**config.mk**
```make
export PLATFORM = sky130hd
export DESIGN_NAME = cpl_cell
export DESIGN_NICKNAME = d
export VERILOG_FILES = /design/src/rtl/contiguous_point_list_core_assert.svh /design/src/rtl/cpl_pkg.sv /design/src/rtl/cpl_cell.sv
export SDC_FILE = /design/constraint.sdc
export NUM_CORES = 1
export LEC_CHECK = 0
export BUFFER_PORTS_ARGS = -buffer_cell sky130_fd_sc_hd__buf_4
export CELL_PAD_IN_SITES_DETAIL_PLACEMENT = 0
export CELL_PAD_IN_SITES_GLOBAL_PLACEMENT = 1
export CORE_MARGIN = 5
export CORE_UTILIZATION = 31
export CTS_BUF_LIST = sky130_fd_sc_hd__clkbuf_2 sky130_fd_sc_hd__clkbuf_4 sky130_fd_sc_hd__clkbuf_8
export CTS_CLUSTER_SIZE = 16
export DETAILED_ROUTE_END_ITERATION = 10
export PLACE_DENSITY = 0.83
export SLEW_MARGIN = 20
export SYNTH_ARGS = -nofsm -noshare
export SYNTH_HDL_FRONTEND = slang
export SYNTH_SLANG_ARGS = --single-unit
```
**constraint.sdc**
```tcl
create_clock -name clk -period 3.2 [get_ports clk]
set_input_delay 0.32 -clock clk [delete_from_list [all_inputs] [get_ports clk]]
set_output_delay 0.32 -clock clk [all_outputs]
set_load 0.02 [all_outputs]
```
**src/rtl/contiguous_point_list_core_assert.svh**
```systemverilog
// Assertion macros for the contiguous point list core.
// Expects clk and arst_n in the scope of every use.
`ifndef CONTIGUOUS_POINT_LIST_CORE_ASSERT_SVH
`define CONTIGUOUS_POINT_LIST_CORE_ASSERT_SVH

// Same-cycle implication, checked out of reset.
`define CPL_ASSERT_IMP(label, ante, cons, msg) \
	label: assert property (@(posedge clk) disable iff (!arst_n) (ante) |-> (cons)) \
		else $error(msg);

// Next-cycle implication, checked out of reset.
`define CPL_ASSERT_NXT(label, ante, cons, msg) \
	label: assert property (@(posedge clk) disable iff (!arst_n) (ante) |=> (cons)) \
		else $error(msg);

`endif

```
**src/rtl/cpl_pkg.sv**
```systemverilog
// Shared types and constants of the contiguous point list core.
// No dependencies; every design module imports it.
package cpl_pkg;

	localparam int COORD_W   = 16;
	localparam int PT_W      = 2 * COORD_W;
	localparam int IDX_W     = 6;
	localparam int CAP_W     = 7;
	localparam int POS_W     = 10;
	localparam int GRP       = 8;
	localparam logic [CAP_W-1:0] CAP_RESET = 7'd64;

	typedef enum logic [2:0] {
		ACT_GET       = 3'd0,
		ACT_SET       = 3'd1,
		ACT_INS_AT    = 3'd2,
		ACT_REM_AT    = 3'd3,
		ACT_APPEND    = 3'd4,
		ACT_DROP_LAST = 3'd5,
		ACT_INS_FRONT = 3'd6,
		ACT_REM_FRONT = 3'd7
	} action_t;

	typedef enum logic [1:0] {
		ST_OK        = 2'd0,
		ST_BAD_INDEX = 2'd1,
		ST_FULL      = 2'd2,
		ST_EMPTY     = 2'd3
	} status_t;

	typedef enum logic [1:0] {
		OP_HOLD   = 2'd0,
		OP_WRITE  = 2'd1,
		OP_INSERT = 2'd2,
		OP_DELETE = 2'd3
	} cell_op_t;

	typedef struct packed {
		logic signed [COORD_W-1:0] x;
		logic signed [COORD_W-1:0] y;
	} point_t;

	typedef struct packed {
		cell_op_t         op;
		logic [POS_W-1:0] pos;
	} cell_cmd_t;

	typedef struct packed {
		action_t                   action;
		logic [IDX_W-1:0]          index;
		logic signed [COORD_W-1:0] point_x;
		logic signed [COORD_W-1:0] point_y;
	} req_t;

	typedef struct packed {
		logic signed [COORD_W-1:0] read_x;
		logic signed [COORD_W-1:0] read_y;
		status_t                   status;
		logic [CAP_W-1:0]          count;
	} rsp_t;

endpackage

```
**src/rtl/cpl_cell.sv**
```systemverilog
// One list slot of the cell chain: holds a point, takes a neighbor's on a shift.
// Depends on cpl_pkg.
module cpl_cell #(
	parameter int IDX = 0
) (
	input  logic               clk,
	input  cpl_pkg::cell_cmd_t cmd,
	input  cpl_pkg::point_t    wr_pt,
	input  cpl_pkg::point_t    from_lo,
	input  cpl_pkg::point_t    from_hi,
	output cpl_pkg::point_t    pt
);
	import cpl_pkg::*;

	localparam logic [POS_W-1:0] MY_POS = POS_W'(IDX);

	point_t pt_q;

	always_ff @(posedge clk) begin
		unique case (cmd.op)
			OP_WRITE: begin
				if (cmd.pos == MY_POS) pt_q <= wr_pt;
			end
			OP_INSERT: begin
				// shift up above the slot, load the new point at it
				if (MY_POS > cmd.pos) pt_q <= from_lo;
				else if (MY_POS == cmd.pos) pt_q <= wr_pt;
			end
			OP_DELETE: begin
				if (MY_POS >= cmd.pos) pt_q <= from_hi;
			end
			default: begin
				pt_q <= pt_q;
			end
		endcase
	end

	assign pt = pt_q;

endmodule

```
==> results of run 1 <==
layer usage:
layer,up-vias,wire length [µm],track usage
met4,0,51,0.04151
li1,987,-,-
met2,88,3295,0.2603
met1,995,2892,0.1869
met5,-,0,0
met3,4,492,0.04425
final timing paths:
path | from | to | slack, ns | cells after the start
hold reg to reg | pt[22] | pt[22] | 0.67 | 2
hold / removal | from_hi[22] | pt[22] | 0.38 | 3
setup reg to reg | pt[19] | pt[19] | 2.30 | 2
setup / recovery | cmd[5] | pt[25] | 1.13 | 4
per-stage QoR:
stage                     hold slack, ns    util
after floorplan                   0.5737       -
after global placement            0.6477  0.4344
after detailed placement          0.6579  0.4344
after CTS                         0.3746  0.4457
after global routing              0.3811  0.4457
final                             0.3792  0.4457
power by group through the flow:
| stage | sequential [mW] | combinational [mW] | clock (mW) |
|---|---|---|---|
| after floorplan | 0.607 | 0.117 | 0 |
| after global placement | 0.556 | 0.331 | 0 |
| after detailed placement | 0.557 | 0.334 | 0 |
| after CTS | 0.548 | 0.335 | 0.304 |
| after global routing | 0.552 | 0.355 | 0.330 |
| final | 0.548 | 0.331 | 0.294 |
cell type report:
type / instances / area, µm²
Sequential cell: 32 / 960.9
Multi-Input combinational cell: 138 / 1013
Clock inverter: 2 / 7.507
Fill cell: 676 / 3745
Timing Repair Buffer: 113 / 860.8
Clock buffer: 5 / 68.82
Tap cell: 80 / 100.1
cell usage in the layout, fill, tap and decap left out:
cell	netlist	final
buf_4	6	112
nor2_1	35	33
a31oi_1	33	33
nand4_1	32	32
edfxtp_1	32	32
o31ai_2	30	30
clkbuf_8	0	5
nor4_4	0	2
o31ai_1	2	2
clkinv_1	0	2
or2_2	1	1
or4_4	1	1
or4_2	0	1
nand2_2	0	1
nor2_2	0	1
nor2_4	0	1
buf_12	3	1
worst max-delay path, stage by stage:
cell	delay (ns)
buf_4	0.12
or4_2	1.12
o31ai_1	0.38
a31oi_1	0.12
logic make-up (layout without fill, tap and decap cells):
family / after synthesis / count (layout) / synth area share
AO/OA/AOI/OAI: 65 / 65 / 0.2796
buffers and inverters: 28 / 120 / 0.08968
flip-flops: 32 / 32 / 0.4502
AND/OR/NAND/NOR: 73 / 73 / 0.1805
==> flow_metrics.py, run 1 <==
metrics = {
    "power_and_ir_drop": {
        "p_seq_frac": 0.467,
        "p_clk_frac": 0.251,
        "leakagePower_nw": 1.109,
        "pwr-share-comb": 0.282,
        "finalPower_mw": 1.173,
        "peakVddDrop_mv": 0.1524,
        "power_density_mw_per_mm2": 389.6,
        "switching_share": 0.2993,
        "p_int_uw": 822.0,
        "p_switching_uw": 351.2,
    },
    "route": {
        "vias": 2074,
        "wl_per_cell_um": 18.19,
        "drt_iter0_drc": 73,
        "firstDrtPassIters": 4,
        "ant_nets": 0,
        "routed_wl_um": 6732,
        "vias_per_cell": 5.605,
        "drc": 0,
    },
    "floorplanning": {
        "die_x_um": 92.98,
        "die_area_mm2": 0.008645,
        "die_h_um": 92.98,
        "core_mm2": 0.006756,
        "initial_core_util": 0.3159,
        "rows": 30,
        "ioPinCount": 141,
    },
    "sta": {
        "slew_violations": 0,
        "tightest_slew_ns": 0.9747,
        "rsz0062_at_grt": "false",
        "tns_ns": 0,
        "finalSetupViolCount": 0,
        "period_share": 0.6464,
        "final-hold-violation-count": 0,
        "post-route-min-period_ns": 2.068,
        "max_freq_ghz": 0.4835,
        "max_slew_margin": 0.3502,
        "clock_skew_ns": 0,
        "fin_ws_ns": 1.132,
    },
    "yosys": {
        "ys_dominant_reg_cell": "edfxtp_1",
        "ys_types": 16,
        "synth-async-reset-ratio": 0,
        "yosysTopAreaCellShare": 0.4502,
        "ys_top_cells_by_count": "nor2_1, a31oi_1, edfxtp_1, nand4_1, o31ai_2",
        "yosysWarningCount": 0,
        "syn_nets": 307,
        "ys_top_cells_by_area": "edfxtp_1, o31ai_2, a31oi_1, nand4_1, nor2_1",
        "synth_seq_area_share": 0.4502,
        "synth_edf_count": 32,
        "syn_area_mm2": 0.002135,
        "synth-seq-cells": 32,
        "synth_cells": 198,
        "yosysTopAreaCell": "edfxtp_1",
        "synthMostInstantiatedCell": "nor2_1",
        "avgSynthCellArea_um2": 10.78,
    },
    "worst_setup_path": {
        "critPathLaunchType": "primary input",
        "worst_setup_path_end_kind": "flop",
        "cp.required_ns": 3.20,
        "path_class": "primary input to flop",
        "arrival_ns": 2.07,
        "worstPathMaxFanout": 32,
    },
    "grt": {
        "grt_pass1_vias": 2081,
        "grt_overflow": 0,
        "grt_start_max_net_pins": 65,
        "grt_pass1_wl_um": 10530,
        "antenna_found_initial": 0,
        "track_usage": 0.1523,
    },
    "placement": {
        "dp.cells": 363,
        "place_area_mm2": 0.002935,
        "dpl.hpwl_um": 4440,
        "port_buffers": 108,
        "gp_congestion": 0.7086,
        "pre_cts_ws_ns": 0.8125,
    },
    "clocking": {
        "cts_resized": 0,
        "postCtsSetupBuffers": 0,
        "cts_buffers": 5,
        "cts_sinks": 32,
        "cts_root_buffer": "clkbuf_8",
        "clk_pin_slew_ns": 0.07,
        "cts_tree": "built",
        "holdBufCountCts": 0,
        "htree_levels": 2,
        "cts_buffer_depth": 2,
        "clk_latency_ns": 0.28,
    },
    "finish": {
        "syn2layout_area_growth_pct": 41.09,
        "layoutNonFillerInstCount": 370,
        "largest_reg_flops": 32,
        "drive_gt1_frac": 0.5379,
        "diodes": 0,
        "nNetsFinal": 399,
        "design_area_mm2": 0.003012,
    },
    "worst_hold_path": {
        "min_path_type": "primary input to flop",
    },
    "outcome": {
        "status": "complete, no violations",
    },
    "flow_run": {
        "max_cap_violations": 0,
    },
}
(Power assumes the default switching activity.)
==> run 2, diff against run 1 <==
- ABC_AREA: default -> 1
- PLACE_DENSITY: 0.83 -> 0.84
- clock period: 3.2 -> 2 ns (I/O delays scaled with it)
==> flow_metrics.py, run 2 <==
metrics = {
    "floorplanning": {
        "die_area_mm2": 0.009124,
        "core_mm2": 0.007176,
        "initial_core_util": 0.3160,
        "die_x_um": 95.52,
        "die_h_um": 95.52,
        "rows": 31,
        "ioPinCount": 141,
    },
    "clocking": {
        "clk_pin_slew_ns": 0.07,
        "postCtsSetupBuffers": 0,
        "cts_sinks": 32,
        "cts_root_buffer": "clkbuf_8",
        "htree_levels": 2,
        "cts_buffer_depth": 2,
        "holdBufCountCts": 0,
        "cts_tree": "built",
        "clk_latency_ns": 0.27,
        "cts_resized": 0,
        "cts_buffers": 5,
    },
    "worst_setup_path": {
        "worst_setup_path_end_kind": "flop",
        "cp-endpoint": "pt[10]",
        "worstPathMaxFanout": 17,
        "crit_start": "cmd[5]",
        "rrSetupSlack_ns": 1.01,
        "cp.required_ns": 1.97,
        "path_class": "primary input to flop",
        "arrival_ns": 1.18,
        "critPathLaunchType": "primary input",
        "reg2regPathDepth": 3,
        "r2r_start": "pt[16]",
        "r2r_end": "pt[16]",
    },
    "worst_hold_path": {
        "min_path_type": "primary input to flop",
        "hold-path-cell-count": 3,
    },
    "sta": {
        "tightest_slew_ns": 0.5412,
        "clock_skew_ns": 0,
        "slew_violations": 0,
        "max_slew_margin": 0.6392,
        "tns_ns": 0,
        "finalSetupViolCount": 0,
        "final-hold-violation-count": 0,
        "fin_ws_ns": 0.7851,
        "period_share": 0.6075,
        "post-route-min-period_ns": 1.215,
        "rsz0062_at_grt": "false",
        "max_freq_ghz": 0.8231,
        "hold_slack_ns": 0.1840,
    },
    "power_and_ir_drop": {
        "finalPower_mw": 2.068,
        "leakagePower_nw": 1.595,
        "peakVddDrop_mv": 0.2682,
        "power_density_mw_per_mm2": 639.2,
    },
    "yosys": {
        "ys_top_cells_by_count": "nand2_1, nand3_1, inv_1, edfxtp_1, o21bai_2",
        "synth_cells": 258,
        "yosysTopAreaCellShare": 0.4238,
        "avgSynthCellArea_um2": 8.787,
        "synth_seq_area_share": 0.4238,
        "yosysWarningCount": 0,
        "ys_top_cells_by_area": "edfxtp_1, o21bai_2, nand3_1, nand2_1, buf_6",
        "ys_types": 16,
        "synthMostInstantiatedCell": "nand2_1",
        "synth-seq-cells": 32,
        "syn_area_mm2": 0.002267,
        "syn_nets": 367,
        "yosysTopAreaCell": "edfxtp_1",
        "synth_edf_count": 32,
        "ys_dominant_reg_cell": "edfxtp_1",
        "synth-async-reset-ratio": 0,
    },
    "route": {
        "routed_wl_um": 6472,
        "firstDrtPassIters": 4,
        "drc": 0,
        "ant_nets": 0,
        "wl_per_cell_um": 13.92,
        "vias": 2062,
        "vias_per_cell": 4.434,
        "drt_iter0_drc": 71,
    },
    "finish": {
        "diodes": 0,
        "largest_reg_flops": 32,
        "drive_gt1_frac": 0.4536,
        "nNetsFinal": 474,
        "design_area_mm2": 0.003236,
        "final_common_cell": "buf_4",
        "final_cell_mix": "buf_4, nand2_1, nand3_1, inv_1, edfxtp_1",
        "syn2layout_area_growth_pct": 42.72,
    },
    "placement": {
        "gp_congestion": 0.7258,
        "pre_cts_ws_ns": 0.4671,
        "place_area_mm2": 0.003124,
        "dpl.hpwl_um": 4657,
        "port_buffers": 108,
    },
    "grt": {
        "grt_start_max_net_pins": 33,
        "antenna_found_initial": 0,
        "track_usage": 0.1421,
        "grt_overflow": 0,
        "grt_pass1_vias": 2093,
        "grt_pass1_wl_um": 10120,
    },
    "outcome": {
        "status": "complete, no violations",
    },
    "flow_run": {
        "max_cap_violations": 0,
    },
}
run 2: changes by cell type after synthesis, sizes merged, moves of 2 or more:
cell and change:
nand2 +67, nand3 +65, inv +35, a31oi -33, nand4 -32, o21bai +32, o31ai -32, nor2 -28
clkbuf -9, nor4 -2, or4 -2
run 2: area by class of cell:
cell class                 count  area (µm²)
fill                         733        3940
inverter                      35       131.4
clock inverter                 2       35.03
clock buffer                   6       76.32
sequential                    32       960.9
tap                           99       123.9
timing repair buffer         118       898.4
multi-input combinational    173        1010
run 2: routing by layer:
layer  vias up  track usage  part of all wire
met3         6      0.02841             0.064
met4         0      0.03555            0.0082
li1       1066            -                 -
met1       918       0.1778              0.42
met2        72       0.2490              0.51
met5         -            0                 0
run 2: worst min path at each step:
stage	slack, ns	endpoint	startpoint
after detailed placement	0.48	pt[26]	from_hi[26]
after global placement	0.47	pt[16]	from_hi[16]
after global routing	0.19	pt[26]	from_hi[26]
final	0.18	pt[26]	from_hi[26]
after floorplan	0.39	pt[0]	from_hi[0]
after CTS	0.18	pt[26]	from_hi[26]
run 2: power by group:
group | switching, mW | internal, mW | total, mW
Combinational | 0.272 | 0.293 | 0.566
Clock | 0.248 | 0.383 | 0.631
Sequential | 0.0352 | 0.837 | 0.872
run 2: critical path: stages:
cell and delay [ns]:
buf_4 0.11, nor2_2 0.15, inv_2 0.08, nor2_8 0.11, nand2_1 0.10, a21oi_4 0.14, buf_4 0.27
run 2: logic make-up (layout without fill, tap and decap cells):
| family | Yosys count | count (layout) | synth area share |
|---|---|---|---|
| flops | 32 | 32 | 0.4238 |
| simple gates | 140 | 140 | 0.2826 |
| compound gates | 33 | 33 | 0.1595 |
| buf+inv | 53 | 161 | 0.1341 |
run 2: per-stage QoR:
step,utilization,instances
after detailed placement,0.4354,457
after global placement,0.4354,457
after CTS,0.4509,465
final,0.4509,465
after floorplan,-,258
after global routing,0.4509,465
